===== config.mk =====
export PLATFORM = sky130hd
export DESIGN_NAME = sorted_timer_queue_top
export DESIGN_NICKNAME = d
export VERILOG_FILES = /design/src/rtl/stq_pkg.sv /design/src/rtl/stq_front.sv /design/src/rtl/stq_back.sv /design/src/rtl/sorted_timer_queue_top.sv
export SDC_FILE = /design/constraint.sdc
export NUM_CORES = 2
export LEC_CHECK = 0
export BUFFER_PORTS_ARGS = -buffer_cell sky130_fd_sc_hd__clkbuf_2
export CORE_MARGIN = 1
export CORE_UTILIZATION = 53
export CTS_CLUSTER_SIZE = 40
export DETAILED_ROUTE_END_ITERATION = 10
export GPL_ROUTABILITY_DRIVEN = 0
export PLACE_DENSITY = 0.78
export SETUP_SLACK_MARGIN = 0.4
export SLEW_MARGIN = 20
export SYNTH_ARGS = -nofsm -noshare
export SYNTH_HDL_FRONTEND = slang
export SYNTH_HIERARCHICAL = 1
export SYNTH_SLANG_ARGS = --single-unit

===== constraint.sdc =====
create_clock -name clock -period 13.8 [get_ports clock]
set_input_delay 4.14 -clock clock [delete_from_list [all_inputs] [get_ports clock]]
set_output_delay 4.14 -clock clock [all_outputs]
set_load 0.1 [all_outputs]

===== src/rtl/stq_pkg.sv =====
// Package for the sorted timer queue: sizes, request codes and the command word type.
// Used by the front end, the back end and the top level; it depends on nothing.
package stq_pkg;
   localparam int N_TIMERS = 16;
   localparam int IDX_W    = 4;
   localparam int CNT_W    = 5;
   localparam int TIME_W   = 64;

   localparam logic [1:0] OP_PLAN   = 2'd0;
   localparam logic [1:0] OP_UNPLAN = 2'd1;
   localparam logic [1:0] OP_TICK   = 2'd2;
   localparam logic [1:0] OP_QUERY  = 2'd3;

   typedef struct packed {
      logic [1:0]        op;
      logic [IDX_W-1:0]  id;
      logic              id_ok;
      logic [TIME_W-1:0] start;
      logic [TIME_W-1:0] interval;
      logic [TIME_W-1:0] now;
   } cmd_type;
endpackage


===== src/rtl/stq_front.sv =====
// Front end of the sorted timer queue: accepts request words, decodes them and holds
// them in a two-entry queue for the back end. Depends on stq_pkg.
module stq_front (
   input  logic             clock,
   input  logic             reset,
   input  logic             req_tvalid,
   output logic             req_tready,
   input  logic [1:0]       req_tuser,
   input  logic [199:0]     req_tdata,
   output logic             cmd_valid,
   input  logic             cmd_ready,
   output stq_pkg::cmd_type cmd
);
   import stq_pkg::*;

   cmd_type    buf_ff [2];
   logic       wptr_ff, wptr_in, rptr_ff, rptr_in;
   logic [1:0] cnt_ff, cnt_in;
   cmd_type    dec;
   logic       push, pop;

   always_comb begin
      dec.op       = req_tuser;
      dec.id       = req_tdata[3:0];
      dec.id_ok    = {1'b0, req_tdata[3:0]} < CNT_W'(N_TIMERS);
      dec.start    = req_tdata[67:4];
      dec.interval = req_tdata[131:68];
      dec.now      = req_tdata[195:132];
   end

   assign req_tready = (cnt_ff != 2'd2);
   assign cmd_valid  = (cnt_ff != 2'd0);
   assign cmd        = buf_ff[rptr_ff];
   assign push       = req_tvalid && req_tready;
   assign pop        = cmd_valid && cmd_ready;
   assign wptr_in    = push ? ~wptr_ff : wptr_ff;
   assign rptr_in    = pop ? ~rptr_ff : rptr_ff;
   assign cnt_in     = cnt_ff + {1'b0, push} - {1'b0, pop};

   always_ff @(posedge clock) begin
      if (reset) begin
         wptr_ff <= 1'b0;
         rptr_ff <= 1'b0;
         cnt_ff  <= 2'd0;
      end else begin
         wptr_ff <= wptr_in;
         rptr_ff <= rptr_in;
         cnt_ff  <= cnt_in;
      end
   end

   always_ff @(posedge clock) begin
      if (push) begin
         buf_ff[wptr_ff] <= dec;
      end
   end
endmodule


===== src/rtl/stq_back.sv =====
// Back end of the sorted timer queue: keeps the deadline-ordered list and runs each
// command step by step, emitting expiry and status words. Depends on stq_pkg.
module stq_back (
   input  logic             clock,
   input  logic             reset,
   input  logic             cmd_valid,
   output logic             cmd_ready,
   input  stq_pkg::cmd_type cmd,
   output logic             rsp_tvalid,
   input  logic             rsp_tready,
   output logic             rsp_tuser,
   output logic [15:0]      rsp_tdata,
   output logic             rsp_tlast
);
   import stq_pkg::*;

   localparam logic [2:0] S_IDLE   = 3'd0;
   localparam logic [2:0] S_FIND   = 3'd1;
   localparam logic [2:0] S_WRITE  = 3'd2;
   localparam logic [2:0] S_ISCAN  = 3'd3;
   localparam logic [2:0] S_TSCAN  = 3'd4;
   localparam logic [2:0] S_EMIT   = 3'd5;
   localparam logic [2:0] S_SHIFT  = 3'd6;
   localparam logic [2:0] S_STATUS = 3'd7;

   logic [2:0]        state_ff, state_in;
   cmd_type           cmd_ff, cmd_in;
   logic [CNT_W-1:0]  idx_ff, idx_in, nf_ff, nf_in, cnt_ff, cnt_in, len_ff, len_in;
   logic              hit_ff, hit_in, plan_ff, plan_in;
   logic [TIME_W-1:0] mine_ff, mine_in;
   logic [IDX_W-1:0]  order_ff [N_TIMERS];
   logic [IDX_W-1:0]  order_in [N_TIMERS];
   logic              linked_ff [N_TIMERS];
   logic              linked_in [N_TIMERS];
   logic [TIME_W-1:0] start_ff [N_TIMERS];
   logic [TIME_W-1:0] ival_ff [N_TIMERS];
   logic [TIME_W-1:0] dl_ff [N_TIMERS];
   logic              wr;
   logic [IDX_W-1:0]  cur;
   logic [TIME_W-1:0] ins_diff, now_diff;
   logic              expired, at_end, id_linked;
   logic [CNT_W:0]    src;

   assign cur       = order_ff[idx_ff[IDX_W-1:0]];
   assign ins_diff  = mine_ff - dl_ff[cur];
   assign now_diff  = cmd_ff.now - start_ff[cur];
   assign expired   = $signed(now_diff) >= $signed(ival_ff[cur]);
   assign at_end    = (idx_ff == len_ff);
   assign id_linked = cmd_ff.id_ok && linked_ff[cmd_ff.id];

   always_comb begin
      state_in  = state_ff;
      cmd_in    = cmd_ff;
      idx_in    = idx_ff;
      nf_in     = nf_ff;
      cnt_in    = cnt_ff;
      len_in    = len_ff;
      hit_in    = hit_ff;
      plan_in   = plan_ff;
      mine_in   = mine_ff;
      order_in  = order_ff;
      linked_in = linked_ff;
      wr        = 1'b0;
      cmd_ready = 1'b0;
      src       = '0;
      case (state_ff)
         S_IDLE: begin
            cmd_ready = 1'b1;
            if (cmd_valid) begin
               cmd_in = cmd;
               idx_in = '0;
               hit_in = 1'b0;
               case (cmd.op)
                  OP_PLAN: begin
                     if (!cmd.id_ok) begin
                        state_in = S_STATUS;
                     end else if (linked_ff[cmd.id]) begin
                        state_in = S_FIND;
                     end else begin
                        state_in = S_WRITE;
                     end
                  end
                  OP_UNPLAN: begin
                     state_in = (cmd.id_ok && linked_ff[cmd.id]) ? S_FIND : S_STATUS;
                  end
                  OP_TICK: state_in = S_TSCAN;
                  default: state_in = S_STATUS;
               endcase
            end
         end
         S_FIND: begin
            if (cur == cmd_ff.id) begin
               for (int j = 0; j < N_TIMERS - 1; j++) begin
                  if (CNT_W'(j) >= idx_ff) begin
                     order_in[j] = order_ff[j+1];
                  end
               end
               len_in = len_ff - 1'b1;
               linked_in[cmd_ff.id] = 1'b0;
               state_in = (cmd_ff.op == OP_PLAN) ? S_WRITE : S_STATUS;
            end else begin
               idx_in = idx_ff + 1'b1;
            end
         end
         S_WRITE: begin
            wr       = 1'b1;
            mine_in  = cmd_ff.start + cmd_ff.interval;
            idx_in   = '0;
            state_in = (len_ff >= CNT_W'(N_TIMERS)) ? S_STATUS : S_ISCAN;
         end
         S_ISCAN: begin
            if (at_end || ins_diff[TIME_W-1]) begin
               for (int j = 1; j < N_TIMERS; j++) begin
                  if (CNT_W'(j) > idx_ff) begin
                     order_in[j] = order_ff[j-1];
                  end
               end
               order_in[idx_ff[IDX_W-1:0]] = cmd_ff.id;
               len_in = len_ff + 1'b1;
               linked_in[cmd_ff.id] = 1'b1;
               state_in = S_STATUS;
            end else begin
               idx_in = idx_ff + 1'b1;
            end
         end
         S_TSCAN: begin
            if (at_end || !expired) begin
               nf_in    = idx_ff;
               cnt_in   = len_ff - idx_ff;
               plan_in  = id_linked && !hit_ff;
               idx_in   = '0;
               state_in = (idx_ff == '0) ? S_STATUS : S_EMIT;
            end else begin
               if (cur == cmd_ff.id) begin
                  hit_in = 1'b1;
               end
               idx_in = idx_ff + 1'b1;
            end
         end
         S_EMIT: begin
            if (rsp_tready) begin
               linked_in[cur] = 1'b0;
               idx_in = idx_ff + 1'b1;
               if (idx_ff + 1'b1 == nf_ff) begin
                  state_in = S_SHIFT;
               end
            end
         end
         S_SHIFT: begin
            for (int j = 0; j < N_TIMERS; j++) begin
               src = (CNT_W+1)'(j) + {1'b0, nf_ff};
               if (src < (CNT_W+1)'(N_TIMERS)) begin
                  order_in[j] = order_ff[src[IDX_W-1:0]];
               end
            end
            len_in   = len_ff - nf_ff;
            state_in = S_STATUS;
         end
         S_STATUS: begin
            if (rsp_tready) begin
               state_in = S_IDLE;
            end
         end
         default: state_in = S_IDLE;
      endcase
   end

   always_ff @(posedge clock) begin
      if (reset) begin
         state_ff <= S_IDLE;
         len_ff   <= '0;
         for (int j = 0; j < N_TIMERS; j++) begin
            linked_ff[j] <= 1'b0;
         end
      end else begin
         state_ff  <= state_in;
         len_ff    <= len_in;
         linked_ff <= linked_in;
      end
   end

   always_ff @(posedge clock) begin
      cmd_ff   <= cmd_in;
      idx_ff   <= idx_in;
      nf_ff    <= nf_in;
      cnt_ff   <= cnt_in;
      hit_ff   <= hit_in;
      plan_ff  <= plan_in;
      mine_ff  <= mine_in;
      order_ff <= order_in;
      if (wr) begin
         start_ff[cmd_ff.id] <= cmd_ff.start;
         ival_ff[cmd_ff.id]  <= cmd_ff.interval;
         dl_ff[cmd_ff.id]    <= mine_in;
      end
   end

   assign rsp_tvalid = (state_ff == S_EMIT) || (state_ff == S_STATUS);
   assign rsp_tuser  = (state_ff == S_EMIT);
   assign rsp_tlast  = (state_ff == S_STATUS);
   always_comb begin
      rsp_tdata = '0;
      if (state_ff == S_EMIT) begin
         rsp_tdata[3:0] = cur;
         rsp_tdata[4]   = plan_ff;
         rsp_tdata[9:5] = cnt_ff;
      end else begin
         rsp_tdata[4]   = id_linked;
         rsp_tdata[9:5] = len_ff;
      end
   end
endmodule


===== src/rtl/sorted_timer_queue_top.sv =====
// Top level of the sorted timer queue: joins the decoding front end and the list engine.
// Depends on stq_pkg, stq_front and stq_back.
//
//   Channel  Direction  Contents
//   req_*    in         request word: kind in tuser, slot and times in tdata
//   rsp_*    out        expiry or status word, tlast on the final word of a request
//
// In the back end, a query and an unplan of an idle slot go straight to the status word,
// and an unplan of a queued slot first scans the list for it. A plan scans the list one
// entry a cycle to find the old place and again for the new one. A tick scans the expired
// timers and, when any fire, sends one expiry word a cycle while the result side does not
// stall. Reset is synchronous and empties the queue at once. A two-entry request queue
// keeps accepting requests until it is full while the result side stalls.
module sorted_timer_queue_top (
   input  logic         clock,
   input  logic         reset,
   input  logic         req_tvalid,
   output logic         req_tready,
   input  logic [1:0]   req_tuser,  // req_type
   input  logic [199:0] req_tdata,  // timer_id, start_time, interval_ticks, now_time
   output logic         rsp_tvalid,
   input  logic         rsp_tready,
   output logic         rsp_tuser,  // result_kind
   output logic [15:0]  rsp_tdata,  // fired_id, is_planned, queued_count
   output logic         rsp_tlast
);
   import stq_pkg::*;

   cmd_type cmd;
   logic    cmd_valid, cmd_ready;

   stq_front u_front (
      .clock      (clock),
      .reset      (reset),
      .req_tvalid (req_tvalid),
      .req_tready (req_tready),
      .req_tuser  (req_tuser),
      .req_tdata  (req_tdata),
      .cmd_valid  (cmd_valid),
      .cmd_ready  (cmd_ready),
      .cmd        (cmd)
   );

   stq_back u_back (
      .clock      (clock),
      .reset      (reset),
      .cmd_valid  (cmd_valid),
      .cmd_ready  (cmd_ready),
      .cmd        (cmd),
      .rsp_tvalid (rsp_tvalid),
      .rsp_tready (rsp_tready),
      .rsp_tuser  (rsp_tuser),
      .rsp_tdata  (rsp_tdata),
      .rsp_tlast  (rsp_tlast)
   );
endmodule


==> results.md <==
* Top Ports at between 200 and 250
* Most Used Layer, Global Route: met2
* Worst min-delay path class: reg -> reg
* Worst-path fanout max at 98
* Initial Util at about 53%
* Count of final max-slew check failures at 0
* Post-detail-place hpwl at 242,600 um
* Reg-to-reg setup timing slack at roughly 1.8 ns
* Area of the mapped netlist at 164,100 sq um
* Final WL at approximately 440,000 um
* Hold path cells at 2
* Yosys warns at 6
* Final period demand of the worst path at around 12 ns
* Top FF cell, synth: sky130_fd_sc_hd__edfxtp_1
* Maximum clock path buffer count at 4
* GRT Total Usage at 27.35%
* Number of unique standard cell types used by synthesis at 90
* CP endpoint kind: register
* Level count of the clock H-tree at 5
* Remaining Overflow, GRT at 0
* Sequential fraction of the synthesis area at 69.73%
* Maximum frequency from static timing analysis at 0.08365 GHz
* Worst Path Arrival at 12.61 ns
* Slew Limit Headroom at 19.94%
* Worst setup margin at 1.845 ns
* Post-Syn Area per Cell at 13.15 sq um
* Fin crit share at 86.63%
* Share of cells above drive strength 1 at ~11%
* Vias per cell at 6.358
* Total buffers and inverters traversed by the critical path at 5
* Number of failing setup endpoints in the final timing report at 0
* Met2 capacity usage during global routing at 43.49%
* Worst r2r dst: u_back/hit_ff
* Transition time at the pin with the least slew margin at 1.201 ns
* Vertical extent of the die at around 560 um
* Sink of the worst hold path: u_back/linked_ff[2]
* Placeable Area at between 300,000 and 400,000 sq um
* Number of port buffers at ~220
* Setup TNS at 0 ns
* Count of TritonRoute iterations in the first routing pass at 6
* Slowest cell delay on critical path at 0.77 ns
* Gate count of the mapped netlist at 12,476
* Horiz. Die Dim at 558.4 um
* Worst Setup Start Kind: register
* # rows at between 200 and 250
* Cell with the largest stage delay on the worst path: sky130_fd_sc_hd__and2_4
* Total of max-cap violations at 0
* Hold bufs inserted after CTS at 0
* Total of flip-flops plus latches after synthesis at around 3,800
* Via count of the first global-routing pass at 102,373
* Cell type with the highest occurrence count on the critical path: sky130_fd_sc_hd__buf_4
* Clk Tree Root Cell: sky130_fd_sc_hd__clkbuf_16
* Number of antenna violations at the first check in global routing at 14
* Reg2Reg Launch Point: u_back/idx_ff[0]
* Status: finished, final reports clean
* Remaining design rule violation count at 0
* Cell area after layout at approximately 180,000 sq um
* Vias after detailed routing at 107,861
* TritonCTS buffer count at 377
* Maximum number of pins on one net before global-route repair at between 100 and 150
* Net total in the final layout at approximately 13,000
* Number of cells on the worst reg-to-reg path at 37
* Average wire per cell in the routed design at 25.73 um
* Layout overhead on the synthesized area at 11.02%
* Largest delay contributor family on the critical path: compound AO/OA/AOI/OAI gates
* CTS sink cnt at 3,841
* Async set-or-reset flop fraction in the synthesized netlist at 0%
* Violation count after the first detailed-routing iteration at approximately 14,000
* Count of flip-flops with a built-in enable after synthesis at roughly 3,700
* Post-place setup slack at 2.086 ns
* TritonCTS clock tree: done
* Final Hold Vio Count at 0
* Grt met1 use at 36.45%
* Clock Skew at 0.07589 ns
* Post CTS Setup Buffer Count at 0
* Die outline area at between 300,000 and 400,000 sq um
* RSZ-0062 raised after global routing: no
* Clock latency at the later pin of the worst-skew pair at 0.97 ns
* GR Util met3 at 4.744%
* Placed cell areas at approximately 170,000 sq um
* Filler cell count in the final layout at 22,353
* Worst hold start: u_back/linked_ff[2]
* Resize count post-CTS at 0
* Setup Crit Path Kind: reg -> reg
* Global-route wire length before repair at 641,100 um
* Clock transition time at the flip-flop clock pins of the worst setup and hold paths at 0.07 ns
* Critical path data required time at 14.46 ns
* Residual antenna-violating net count after detailed routing at 0
## cells by family after synthesis
group / Yosys count / share of synthesized area (%)
AOI/OAI and AO/OA: 1865 / 8.245
other: 2 / 0.004577
and+or+nand+nor: 5020 / 13.10
adders and majority gates: 280 / 2.154
xor gates and xnor gates: 150 / 0.8007
DFF: 3841 / 69.73
buffers and inverters: 888 / 2.160
muxes: 430 / 3.808
## tightest hold or removal path, delay by kind of cell (launching register included)
family	cells	cell delay (ns)
AND/OR/NAND/NOR	1	0.06
AO/OA/AOI/OAI	1	0.05
flip-flops	1	0.32
## cell usage after synthesis (all sizes together), types with 47 or more instances
master	number	area (sq um)
mux2i	117	1184
clkbuf	736	2763
nand2	3334	12510
edfxtp	3748	112500
xnor2	99	867.1
dfxtp	93	1862
buf	78	503.0
mux2	210	2744
a311oi	583	5106
and3	399	2496
nand4	47	294.0
o21ai	232	1165
nor2	220	835.8
a21oi	246	1231
nand3	841	4209
inv	71	266.5
ha	276	3453
mux4	103	2320
a21o	291	2185
a31oi	215	1351
a211oi	58	435.4
xor2	51	446.7
## how the worst max path moves through the flow
stage | start | cells after the start | to | slack [ns]
after floorplan | u_back/state_ff[1] | 6 | u_back/dl_ff[14][0] | 3.47
after global placement | u_back/idx_ff[1] | 37 | u_back/hit_ff | 2.15
after detailed placement | u_back/idx_ff[1] | 37 | u_back/hit_ff | 2.09
after CTS | u_back/idx_ff[1] | 37 | u_back/hit_ff | 2.01
after global routing | u_back/idx_ff[0] | 37 | u_back/hit_ff | 1.40
final | u_back/idx_ff[0] | 37 | u_back/hit_ff | 1.85
## registers in the layout, summed over array words and instances (netlist names), named ones only
| register | count |
|---|---|
| u_back/cmd_ff | 199 |
| u_back/cnt_ff | 5 |
| u_back/dl_ff | 1024 |
| u_back/hit_ff | 1 |
| u_back/idx_ff | 5 |
| u_back/ival_ff | 1024 |
| u_back/len_ff | 5 |
| u_back/linked_ff | 16 |
| u_back/mine_ff | 64 |
| u_back/nf_ff | 5 |
| u_back/order_ff | 64 |
| u_back/plan_ff | 1 |
| u_back/start_ff | 1024 |
| u_back/state_ff | 3 |
| u_front/buf_ff | 396 |
| u_front/cnt_ff | 2 |
| u_front/rptr_ff | 1 |
| u_front/wptr_ff | 1 |
## stage by stage
step	instances	hold slack, ns	utilization, %
2_1_floorplan	12481	0.4244	-
3_3_place_gp	16261	0.4614	55.35
3_5_place_dp	16262	0.4639	55.35
4_1_cts	16953	0.4725	59.34
5_1_grt	16957	0.5037	59.36
6_report	16964	0.4769	59.37
## cells in the final DEF, fill, tap and decap left out, types with 96 or more instances in the layout
master and n:
sky130_fd_sc_hd__edfxtp_1 3748, sky130_fd_sc_hd__nand2_1 3331, sky130_fd_sc_hd__nand3_1 841, sky130_fd_sc_hd__a311oi_1 583
sky130_fd_sc_hd__and3_1 398, sky130_fd_sc_hd__clkbuf_16 381, sky130_fd_sc_hd__a21o_1 291, sky130_fd_sc_hd__ha_1 276
sky130_fd_sc_hd__a21oi_1 246, sky130_fd_sc_hd__buf_4 242, sky130_fd_sc_hd__o21ai_0 228, sky130_fd_sc_hd__clkbuf_2 215
sky130_fd_sc_hd__a31oi_1 213, sky130_fd_sc_hd__nor2_1 196, sky130_fd_sc_hd__mux2i_1 115, sky130_fd_sc_hd__mux2_2 106
sky130_fd_sc_hd__mux4_2 103, sky130_fd_sc_hd__mux2_4 101, sky130_fd_sc_hd__xnor2_1 96
## layer usage
| layer | up-vias | wire length (um) |
|---|---|---|
| met4 | 6 | 23510 |
| met1 | 52564 | 158300 |
| met2 | 7120 | 203500 |
| met5 | - | 48 |
| li1 | 46944 | - |
| met3 | 1227 | 51050 |
## layout make-up
cell class / count / area [sq um] / area share, %
multi-input combinational: 7752 / 46380 / 25.46
inverter: 74 / 285.3 / 0.1566
timing repair buffer: 496 / 3674 / 2.017
clock inverter: 226 / 2300 / 1.263
antenna: 10 / 25.02 / 0.01374
clock buffer: 465 / 9940 / 5.457
tap: 4100 / 5130 / 2.816
sequential: 3841 / 114400 / 62.81
Power is left out: the tool's default activity adds up to more than one toggle a clock period on the data nets, which glitch-free logic cannot reach.
